### config.mk
export PLATFORM = sky130hd
export DESIGN_NAME = speed_momentum_ramp
export DESIGN_NICKNAME = d
export VERILOG_FILES = /design/src/rtl/smr_pkg.sv /design/src/rtl/smr_div.sv /design/src/rtl/speed_momentum_ramp.sv
export SDC_FILE = /design/constraint.sdc
export NUM_CORES = 1
export LEC_CHECK = 0
export BUFFER_PORTS_ARGS = -buffer_cell sky130_fd_sc_hd__buf_2
export CORE_MARGIN = 10
export CORE_UTILIZATION = 60
export CTS_BUF_LIST = sky130_fd_sc_hd__clkbuf_4 sky130_fd_sc_hd__clkbuf_8 sky130_fd_sc_hd__clkbuf_16
export DETAILED_ROUTE_END_ITERATION = 8
export PLACE_DENSITY = 0.79
export SKIP_CTS_REPAIR_TIMING = 1
export SYNTH_ARGS = -nofsm -noshare
export SYNTH_HDL_FRONTEND = slang
export SYNTH_SLANG_ARGS = --single-unit
### constraint.sdc
create_clock -name i_clk -period 8 [get_ports i_clk]
set_input_delay 0.8 -clock i_clk [delete_from_list [all_inputs] [get_ports i_clk]]
set_output_delay 0.8 -clock i_clk [all_outputs]
set_load 0.005 [all_outputs]
### src/rtl/smr_pkg.sv
package smr_pkg;

    localparam int TIME_W  = 32;
    localparam int RATE_W  = 24;
    localparam int SPEED_W = 8;
    localparam int LEVEL_W = 8;
    localparam int MODE_W  = 2;

    // item kinds carried on tuser
    localparam logic [MODE_W-1:0] MODE_TICK    = 2'd0;
    localparam logic [MODE_W-1:0] MODE_GOAL128 = 2'd1;
    localparam logic [MODE_W-1:0] MODE_GOAL28  = 2'd2;
    localparam logic [MODE_W-1:0] MODE_ESTOP   = 2'd3;

    // configuration register indexes
    localparam logic CFG_ACCEL = 1'b0;
    localparam logic CFG_DECEL = 1'b1;

    localparam logic [TIME_W-1:0] TIME_MAX = '1;

    typedef struct packed {
        logic start;
    } t_div_ctl;

    typedef struct packed {
        logic busy;
        logic done;
    } t_div_sts;

endpackage

### src/rtl/smr_div.sv
module smr_div (
    input  logic                            i_clk,
    input  logic                            i_rst_n,
    input  smr_pkg::t_div_ctl               i_ctl,
    input  logic [smr_pkg::TIME_W-1:0]      i_dividend,
    input  logic [smr_pkg::RATE_W-1:0]      i_divisor,
    output smr_pkg::t_div_sts               o_sts,
    output logic [smr_pkg::TIME_W-1:0]      o_quotient
);

    localparam int TW    = smr_pkg::TIME_W;
    localparam int RW    = smr_pkg::RATE_W;
    localparam int CNT_W = $clog2(TW);
    localparam logic [CNT_W-1:0] CNT_LAST = CNT_W'(TW - 1);

    logic [RW:0]      r_rem, n_rem;
    logic [TW-1:0]    r_quo, n_quo;
    logic [CNT_W-1:0] r_cnt, n_cnt;
    logic             r_busy, n_busy;
    logic             r_done, n_done;
    logic [RW:0]      shifted;
    logic [RW:0]      diff;

    // one restoring-division step per cycle, quotient bits enter from the right
    assign shifted = {r_rem[RW-1:0], r_quo[TW-1]};
    assign diff    = shifted - {1'b0, i_divisor};

    always_comb begin
        n_rem  = r_rem;
        n_quo  = r_quo;
        n_cnt  = r_cnt;
        n_busy = r_busy;
        n_done = 1'b0;
        if (i_ctl.start && !r_busy) begin
            n_rem  = '0;
            n_quo  = i_dividend;
            n_cnt  = '0;
            n_busy = 1'b1;
        end else if (r_busy) begin
            if (!diff[RW]) begin
                n_rem = diff;
                n_quo = {r_quo[TW-2:0], 1'b1};
            end else begin
                n_rem = shifted;
                n_quo = {r_quo[TW-2:0], 1'b0};
            end
            n_cnt = r_cnt + 1'b1;
            if (r_cnt == CNT_LAST) begin
                n_busy = 1'b0;
                n_done = 1'b1;
            end
        end
    end

    always_ff @(posedge i_clk) begin
        if (!i_rst_n) begin
            r_busy <= 1'b0;
            r_done <= 1'b0;
            r_cnt  <= '0;
        end else begin
            r_busy <= n_busy;
            r_done <= n_done;
            r_cnt  <= n_cnt;
        end
    end

    always_ff @(posedge i_clk) begin
        r_rem <= n_rem;
        r_quo <= n_quo;
    end

    assign o_sts.busy = r_busy;
    assign o_sts.done = r_done;
    assign o_quotient = r_quo;

endmodule

### src/rtl/speed_momentum_ramp.sv
// Speed ramp with momentum for a motor drive.
// Input stream (s_axis): tuser carries the item kind (tick, 128-step goal,
// 28-step goal, emergency stop); tdata carries speed value, timestamp and
// the two drive levels. Output stream (m_axis) returns exactly one result per
// input item: current speed, direction and the drive level for it.
// Configuration: i_cfg_we writes i_cfg_wdata into accel (index 0) or decel
// (index 1) rate; write only while the block holds no item.
// Every item passes the execute and done states before its result is
// registered; a tick that must move the speed with a nonzero rate also
// runs the restoring divider (one quotient bit per cycle) between them.
// One item is processed at a time; s_axis_tready is low until its result
// is registered, so no new item is taken before then.
// A new item may be accepted while the previous result still waits.
// Reset: goal and current speed go to forward stop (+1), the time
// accumulator, last timestamp and both rates clear.
// Stall: a stalled output holds its result; the next result waits in the
// final state until the output register frees up.
module speed_momentum_ramp (
    input  logic        i_clk,
    input  logic        i_rst_n,
    input  logic        s_axis_tvalid,
    output logic        s_axis_tready,
    // [7:0] speed_value, [39:8] now_us, [47:40] forward_level,
    // [55:48] reverse_level
    input  logic [55:0] s_axis_tdata,
    // [1:0] mode
    input  logic [1:0]  s_axis_tuser,
    output logic        m_axis_tvalid,
    input  logic        m_axis_tready,
    // [7:0] current_speed, [8] reverse, [16:9] drive_level, [23:17] zero
    output logic [23:0] m_axis_tdata,
    input  logic        i_cfg_we,
    input  logic        i_cfg_addr,
    input  logic [23:0] i_cfg_wdata
);

    localparam int TW = smr_pkg::TIME_W;
    localparam int RW = smr_pkg::RATE_W;
    localparam int SW = smr_pkg::SPEED_W;
    localparam int LW = smr_pkg::LEVEL_W;
    localparam int AW = SW + 2;  // room for speed +/- 255 steps

    localparam logic [2:0] S_IDLE  = 3'd0;
    localparam logic [2:0] S_EXEC  = 3'd1;
    localparam logic [2:0] S_DIVGO = 3'd2;
    localparam logic [2:0] S_DIV   = 3'd3;
    localparam logic [2:0] S_APPLY = 3'd4;
    localparam logic [2:0] S_DONE  = 3'd5;

    localparam logic signed [SW-1:0] SPD_FWD = SW'(1);
    localparam logic signed [SW-1:0] SPD_REV = -SW'(1);

    logic [2:0] r_state, n_state;

    logic [RW-1:0]          r_accel, r_decel;
    logic signed [SW-1:0]   r_goal, n_goal;
    logic signed [SW-1:0]   r_pres, n_pres;
    logic [TW-1:0]          r_accum, n_accum;
    logic [TW-1:0]          r_last, n_last;
    logic [RW-1:0]          r_rate, n_rate;

    logic [smr_pkg::MODE_W-1:0] r_mode;
    logic signed [SW-1:0]   r_sv;
    logic [TW-1:0]          r_now;
    logic [LW-1:0]          r_fwd_lvl, r_rev_lvl;

    logic                   r_out_valid, n_out_valid;
    logic signed [SW-1:0]   r_out_speed;
    logic                   r_out_rev;
    logic [LW-1:0]          r_out_lvl;

    smr_pkg::t_div_ctl      div_ctl;
    smr_pkg::t_div_sts      div_sts;
    logic [TW-1:0]          div_quo;

    logic                   in_fire;
    logic                   out_free;
    logic [TW-1:0]          delta;
    logic [TW:0]            accum_sum;
    logic [SW-1:0]          mag;
    logic [SW-1:0]          mag_m1;
    logic [SW+2:0]          mag_x9;
    logic [SW+1:0]          scaled;
    logic [SW-2:0]          scaled_sat;
    logic signed [SW-1:0]   goal28;
    logic [SW-1:0]          steps;
    logic signed [AW-1:0]   pres_w, goal_w, up_w, dn_w;

    assign in_fire  = s_axis_tvalid && s_axis_tready;
    assign out_free = !r_out_valid || m_axis_tready;
    assign s_axis_tready = (r_state == S_IDLE);

    // 28-step goal: ((|n| - 1) * 9) >> 1, magnitude 0 taken as 1, cap at 127
    assign mag        = r_sv[SW-1] ? SW'(-r_sv) : SW'(r_sv);
    assign mag_m1     = (mag == '0) ? '0 : mag - 1'b1;
    assign mag_x9     = {mag_m1, 3'b000} + {3'b000, mag_m1};
    assign scaled     = mag_x9[SW+2:1];
    assign scaled_sat = (scaled > (SW+2)'(2**(SW-1) - 1)) ? '1 : scaled[SW-2:0];
    assign goal28     = r_sv[SW-1] ? -$signed({1'b0, scaled_sat})
                                   : $signed({1'b0, scaled_sat});

    assign delta     = r_now - r_last;
    assign accum_sum = {1'b0, r_accum} + {1'b0, delta};

    assign steps  = (div_quo[TW-1:SW] != '0) ? '1 : div_quo[SW-1:0];
    assign pres_w = AW'(r_pres);
    assign goal_w = AW'(r_goal);
    assign up_w   = pres_w + $signed({2'b00, steps});
    assign dn_w   = pres_w - $signed({2'b00, steps});

    assign div_ctl.start = (r_state == S_DIVGO);

    smr_div u_div (
        .i_clk      (i_clk),
        .i_rst_n    (i_rst_n),
        .i_ctl      (div_ctl),
        .i_dividend (r_accum),
        .i_divisor  (r_rate),
        .o_sts      (div_sts),
        .o_quotient (div_quo)
    );

    always_comb begin
        n_state     = r_state;
        n_goal      = r_goal;
        n_pres      = r_pres;
        n_accum     = r_accum;
        n_last      = r_last;
        n_rate      = r_rate;
        n_out_valid = r_out_valid;
        if (r_out_valid && m_axis_tready) begin
            n_out_valid = 1'b0;
        end
        unique case (r_state)
            S_IDLE: begin
                if (in_fire) begin
                    n_state = S_EXEC;
                end
            end
            S_EXEC: begin
                n_state = S_DONE;
                unique case (r_mode)
                    smr_pkg::MODE_TICK: begin
                        n_last = r_now;
                        if (r_goal == r_pres) begin
                            n_accum = '0;
                        end else begin
                            if (r_pres > r_goal) begin
                                n_rate = r_pres[SW-1] ? r_accel : r_decel;
                            end else begin
                                n_rate = (r_pres > 0) ? r_accel : r_decel;
                            end
                            if (n_rate == '0) begin
                                // instant jump, stop crossing snaps to other stop
                                if (r_pres < SPD_REV && r_goal > SPD_REV) begin
                                    n_pres = SPD_FWD;
                                end else if (r_pres > SPD_FWD && r_goal < SPD_FWD) begin
                                    n_pres = SPD_REV;
                                end else begin
                                    n_pres = r_goal;
                                end
                            end else begin
                                n_accum = accum_sum[TW] ? smr_pkg::TIME_MAX
                                                        : accum_sum[TW-1:0];
                                n_state = S_DIVGO;
                            end
                        end
                    end
                    smr_pkg::MODE_GOAL128: begin
                        n_goal = r_sv;
                    end
                    smr_pkg::MODE_GOAL28: begin
                        n_goal = goal28;
                    end
                    smr_pkg::MODE_ESTOP: begin
                        n_goal = r_sv[SW-1] ? SPD_REV : SPD_FWD;
                        n_pres = r_sv[SW-1] ? SPD_REV : SPD_FWD;
                    end
                    default: begin
                    end
                endcase
            end
            S_DIVGO: begin
                n_state = S_DIV;
            end
            S_DIV: begin
                if (div_sts.done) begin
                    n_state = S_APPLY;
                end
            end
            S_APPLY: begin
                n_state = S_DONE;
                if (div_quo != '0) begin
                    n_accum = '0;
                    if (r_goal > r_pres) begin
                        if (r_pres[SW-1] && !up_w[AW-1]) begin
                            n_pres = SPD_FWD;
                        end else if (up_w >= goal_w) begin
                            n_pres = r_goal;
                        end else begin
                            n_pres = up_w[SW-1:0];
                        end
                    end else begin
                        if (r_pres > 0 && dn_w <= 0) begin
                            n_pres = SPD_REV;
                        end else if (dn_w <= goal_w) begin
                            n_pres = r_goal;
                        end else begin
                            n_pres = dn_w[SW-1:0];
                        end
                    end
                end
            end
            S_DONE: begin
                if (out_free) begin
                    n_out_valid = 1'b1;
                    n_state     = S_IDLE;
                end
            end
            default: begin
                n_state = S_IDLE;
            end
        endcase
    end

    always_ff @(posedge i_clk) begin
        if (!i_rst_n) begin
            r_state     <= S_IDLE;
            r_goal      <= SPD_FWD;
            r_pres      <= SPD_FWD;
            r_accum     <= '0;
            r_last      <= '0;
            r_accel     <= '0;
            r_decel     <= '0;
            r_out_valid <= 1'b0;
        end else begin
            r_state     <= n_state;
            r_goal      <= n_goal;
            r_pres      <= n_pres;
            r_accum     <= n_accum;
            r_last      <= n_last;
            r_out_valid <= n_out_valid;
            if (i_cfg_we) begin
                unique case (i_cfg_addr)
                    smr_pkg::CFG_ACCEL: r_accel <= i_cfg_wdata;
                    smr_pkg::CFG_DECEL: r_decel <= i_cfg_wdata;
                    default: begin
                    end
                endcase
            end
        end
    end

    always_ff @(posedge i_clk) begin
        r_rate <= n_rate;
        if (in_fire) begin
            r_mode    <= s_axis_tuser;
            r_sv      <= s_axis_tdata[7:0];
            r_now     <= s_axis_tdata[39:8];
            r_fwd_lvl <= s_axis_tdata[47:40];
            r_rev_lvl <= s_axis_tdata[55:48];
        end
        if (r_state == S_DONE && out_free) begin
            r_out_speed <= r_pres;
            r_out_rev   <= r_pres[SW-1];
            r_out_lvl   <= r_pres[SW-1] ? r_rev_lvl : r_fwd_lvl;
        end
    end

    assign m_axis_tvalid = r_out_valid;
    assign m_axis_tdata  = {7'b0, r_out_lvl, r_out_rev, r_out_speed};

    // divider is only kicked with a nonzero divisor while it is free
    a_div_start: assert property (@(posedge i_clk) disable iff (!i_rst_n)
        (r_state == S_DIVGO) |-> (!div_sts.busy && r_rate != '0))
        else $error("divider started while busy or with zero rate");

    a_div_done: assert property (@(posedge i_clk) disable iff (!i_rst_n)
        div_sts.done |-> (r_state == S_DIV))
        else $error("divider finished outside of wait state");

    a_accept_leaves_idle: assert property (@(posedge i_clk) disable iff (!i_rst_n)
        in_fire |=> (r_state == S_EXEC))
        else $error("accepted transaction not taken into execution");

    a_result_slot: assert property (@(posedge i_clk) disable iff (!i_rst_n)
        (r_state == S_DONE && out_free) |=> (r_out_valid && r_state == S_IDLE))
        else $error("result not registered on completion");

endmodule

==> impl_metrics.env <==
export IMPL_status="completed"
export IMPL_async_reset_ff_frac=0
export IMPL_crit_path_end_kind="flip-flop"
export IMPL_final_min_clock_period_ns=5.77
export IMPL_htree_levels=1
export IMPL_clock_sinks=293
export IMPL_antenna_found_initial=0
export IMPL_drive_above_1_share=0.133
export IMPL_ys_ff_latch=293
export IMPL_synthCells=2005
export IMPL_synth_top_cells_by_area="edfxtp_1 (22%), dfxtp_1 (18%), ha_1 (10%), nand2_1 (6.6%), a21oi_1 (4.8%)"
export IMPL_port_buffers=106
export IMPL_ys_seq_area_frac=0.396
export IMPL_maxCapViolCount=0
export IMPL_core_um2=29700
export IMPL_fin_crit_sh=0.721
export IMPL_r2r_slack_ns=2.23
export IMPL_worst_slack_ns=2.23
export IMPL_routed_wl_um=42500
export IMPL_final_cells=2494
export IMPL_relSlewSlack=0.185
export IMPL_viasPerCell=5.90
export IMPL_path_clk_slew_ns=0.07
export IMPL_yosysWarnings=0
export IMPL_path_max_fanout=9
export IMPL_setup_tns_ns=0
export IMPL_numCtsBuffers=31
export IMPL_path_buf_inv=1
export IMPL_gr_total_overflow=0
export IMPL_synthSimpleGateAreaFrac=0.170
export IMPL_timing_fmax_ghz=0.173
export IMPL_synth_fa_ha_area_frac=0.108
export IMPL_drv_slew=0
export IMPL_worstSetupStartpoint="u_div.o_quotient[9]$_DFFE_PP_"
export IMPL_synth_top_area_frac=0.216
export IMPL_crit_family="compound AO/OA/AOI/OAI gates"
export IMPL_grt_pass1_vias=14358
export IMPL_cts_root_buf="clkbuf_16"
export IMPL_rsz0062_at_grt="no"
export IMPL_cp_slowest_stage_delay_ns=0.80
export IMPL_hold_path_class="input pin to flip-flop"
export IMPL_timing_hold_ws_ns=0.405
export IMPL_post_route_drc_count=0
export IMPL_power_density_nw_per_um2=326
export IMPL_fin_nets=2319
export IMPL_synth_edff_count=130
export IMPL_path_depth=21
export IMPL_cpMaxStageDelayCell="o21ai_1"
export IMPL_postLayoutCellArea_um2=20000
export IMPL_drtPass1Iterations=5
export IMPL_hold_viol=0
export IMPL_dpl_cell_area_um2=18900
export IMPL_r2r_start="u_div.o_quotient[9]$_DFFE_PP_"
export IMPL_cp_start_kind="flip-flop"
export IMPL_grt_pass1_wl_um=70100
export IMPL_clockBufferDepth=3
export IMPL_dieArea_um2=37500
export IMPL_dominantRegCellSynth="dfxtp_1"
export IMPL_synth_area_um2=18100
export IMPL_cts_tree="yes"
export IMPL_drt_iter0_markers=1195
export IMPL_skew_ns=0.0137
export IMPL_power_leakage_nw=8.05
export IMPL_die_w_um=194
export IMPL_io_pin_count=114
export IMPL_antenna_left=0
export IMPL_n_fill_cell=2312
export IMPL_start_util=0.609
export IMPL_r2r_end="r_pres[6]$_SDFFE_PN0P_"
export IMPL_grt_start_max_net_pins=90
export IMPL_tightestPinTransition_ns=1.22
export IMPL_endpoint="r_pres[6]$_SDFFE_PN0P_"
export IMPL_cp_data_required_time_ns=8.45
export IMPL_synth_area_per_cell_um2=9.03
export IMPL_synth_top_family_by_area="compound AO/OA/AOI/OAI gates"
export IMPL_worstPathArrival_ns=6.22
export IMPL_dp_cells=2436
export IMPL_fp_dieH_um=194
export IMPL_power_total_mw=6.51
export IMPL_area_delta_synth_final_pct=10.3
export IMPL_clock_latency_ns=0.57
export IMPL_synth_xor_area_frac=0.0488
export IMPL_wl_per_cell_um=17.0
export IMPL_diodes=0
export IMPL_rows=63
export IMPL_post_synth_num_cell_types=89
export IMPL_dpl_worst_slack_ns=2.30
export IMPL_yosys_area_top_type="edfxtp_1"
export IMPL_crit_path_cell_trace="nor4_1 -> and4_1 -> nand3_1 -> or2_2 -> ha_1 -> a21o_1 -> a21oi_1 -> nand2b_1 -> a21oi_1 -> o41ai_1 -> o21bai_1 -> ha_1 -> ha_1 -> inv_1 -> nor4_1 -> o21ai_0 -> o21ai_1 -> mux2i_1 -> nor2_1 -> or3_1 -> a32o_1"
export IMPL_hpwl_um=31200
export IMPL_grt_total_usage=0.216
export IMPL_vias=14727
export IMPL_final_util=0.672
export IMPL_layout_common_cells="nand2_1 (316), a21oi_1 (173), dfxtp_1 (163), ha_1 (146), edfxtp_1 (130)"
export IMPL_layout_commonest_cell="nand2_1"
export IMPL_synth_compound_area_frac=0.173
export IMPL_vdd_drop_max_mv=0.234
export IMPL_cp_common_cell="ha_1"
export IMPL_reg2regPathDepth=21
export IMPL_synth_mux_area_frac=0.0575
export IMPL_final_setup_viol_count=0
export IMPL_gp_congestion=0.933
export IMPL_worst_setup_path_type="flip-flop to flip-flop"
[state kept, by name, summed over array words and instances (netlist names), 24 cells and up]
| signal | count |
|---|---|
| u_div.o_quotient | 32 |
| r_last | 32 |
| r_rate | 24 |
| r_now | 32 |
| r_accum | 32 |
| r_decel | 24 |
| r_accel | 24 |
| u_div.r_rem | 24 |
[logic make-up (layout without fill, tap and decap cells)]
kind of cell | Yosys count | count (layout)
adders and majority gates | 152 | 152
other | 1 | 7
and+or+nand+nor | 660 | 660
AOI/OAI and AO/OA | 495 | 495
buffers and inverters | 209 | 302
xor gates and xnor gates | 100 | 100
muxes | 95 | 95
DFF | 293 | 293
[routing by layer]
metal	global-route usage	vias up	share of wire
met5	0	-	0
met4	0.0589	0	0.027
met3	0.0361	84	0.056
met2	0.374	397	0.48
met1	0.271	6924	0.43
li1	-	7322	-
[worst min-delay path by stage]
stage,start,end,slack (ns),cells after the start
after floorplan,r_accum[0]$_SDFFE_PN0P_,r_accum[0]$_SDFFE_PN0P_,0.43,2
after global placement,r_last[19]$_SDFFE_PN0P_,r_last[19]$_SDFFE_PN0P_,0.44,2
after detailed placement,r_last[24]$_SDFFE_PN0P_,r_last[24]$_SDFFE_PN0P_,0.45,2
after CTS,s_axis_tdata[36],r_now[28]$_DFFE_PP_,0.38,1
after global routing,s_axis_tdata[39],r_now[31]$_DFFE_PP_,0.38,1
final,s_axis_tdata[36],r_now[28]$_DFFE_PP_,0.41,1
[area by class of cell]
| type | instances | area [um^2] | share of cell area |
|---|---|---|---|
| Multi-Input combinational cell | 1509 | 10200 | 0.509 |
| Clock inverter | 22 | 254 | 0.0127 |
| Sequential cell | 293 | 7170 | 0.359 |
| Inverter | 126 | 473 | 0.0237 |
| Tap cell | 390 | 488 | 0.0244 |
| Clock buffer | 36 | 813 | 0.0407 |
| Timing Repair Buffer | 118 | 621 | 0.0311 |
[worst register-to-register path, cell delays in order (launching register included)]
cell and delay (ns):
edfxtp_1 0.39, nor4_1 0.34, and4_1 0.23, nand3_1 0.21
or2_2 0.37, ha_1 0.29, a21o_1 0.18, a21oi_1 0.21
nand2b_1 0.13, a21oi_1 0.09, o41ai_1 0.49, o21bai_1 0.14
ha_1 0.30, ha_1 0.27, inv_1 0.05, nor4_1 0.16
o21ai_0 0.12, o21ai_1 0.80, mux2i_1 0.27, nor2_1 0.06
or3_1 0.31, a32o_1 0.22
[power by group]
group / switching, mW / internal (mW)
clock network: 0.599 / 0.891
registers: 0.204 / 1.82
logic: 1.73 / 1.27
[Yosys cell counts, drive strengths merged, types with 6 or more instances]
master / n
a2111oi: 6
a211oi: 11
a21o: 39
a21oi: 175
a221oi: 11
a31oi: 17
a32o: 6
and2: 12
and3: 9
buf: 20
clkbuf: 63
dfxtp: 163
edfxtp: 130
fa: 6
ha: 146
inv: 126
mux2: 69
mux2i: 26
nand2: 316
nand2b: 23
nand3: 34
nand4: 16
nor2: 112
nor2b: 19
nor3: 34
nor4: 26
o211ai: 21
o21a: 27
o21ai: 104
o21bai: 13
o31a: 6
o31ai: 10
or2: 16
or3: 18
xnor2: 69
xor2: 31
No activity file was read; power rests on OpenSTA's default activity.
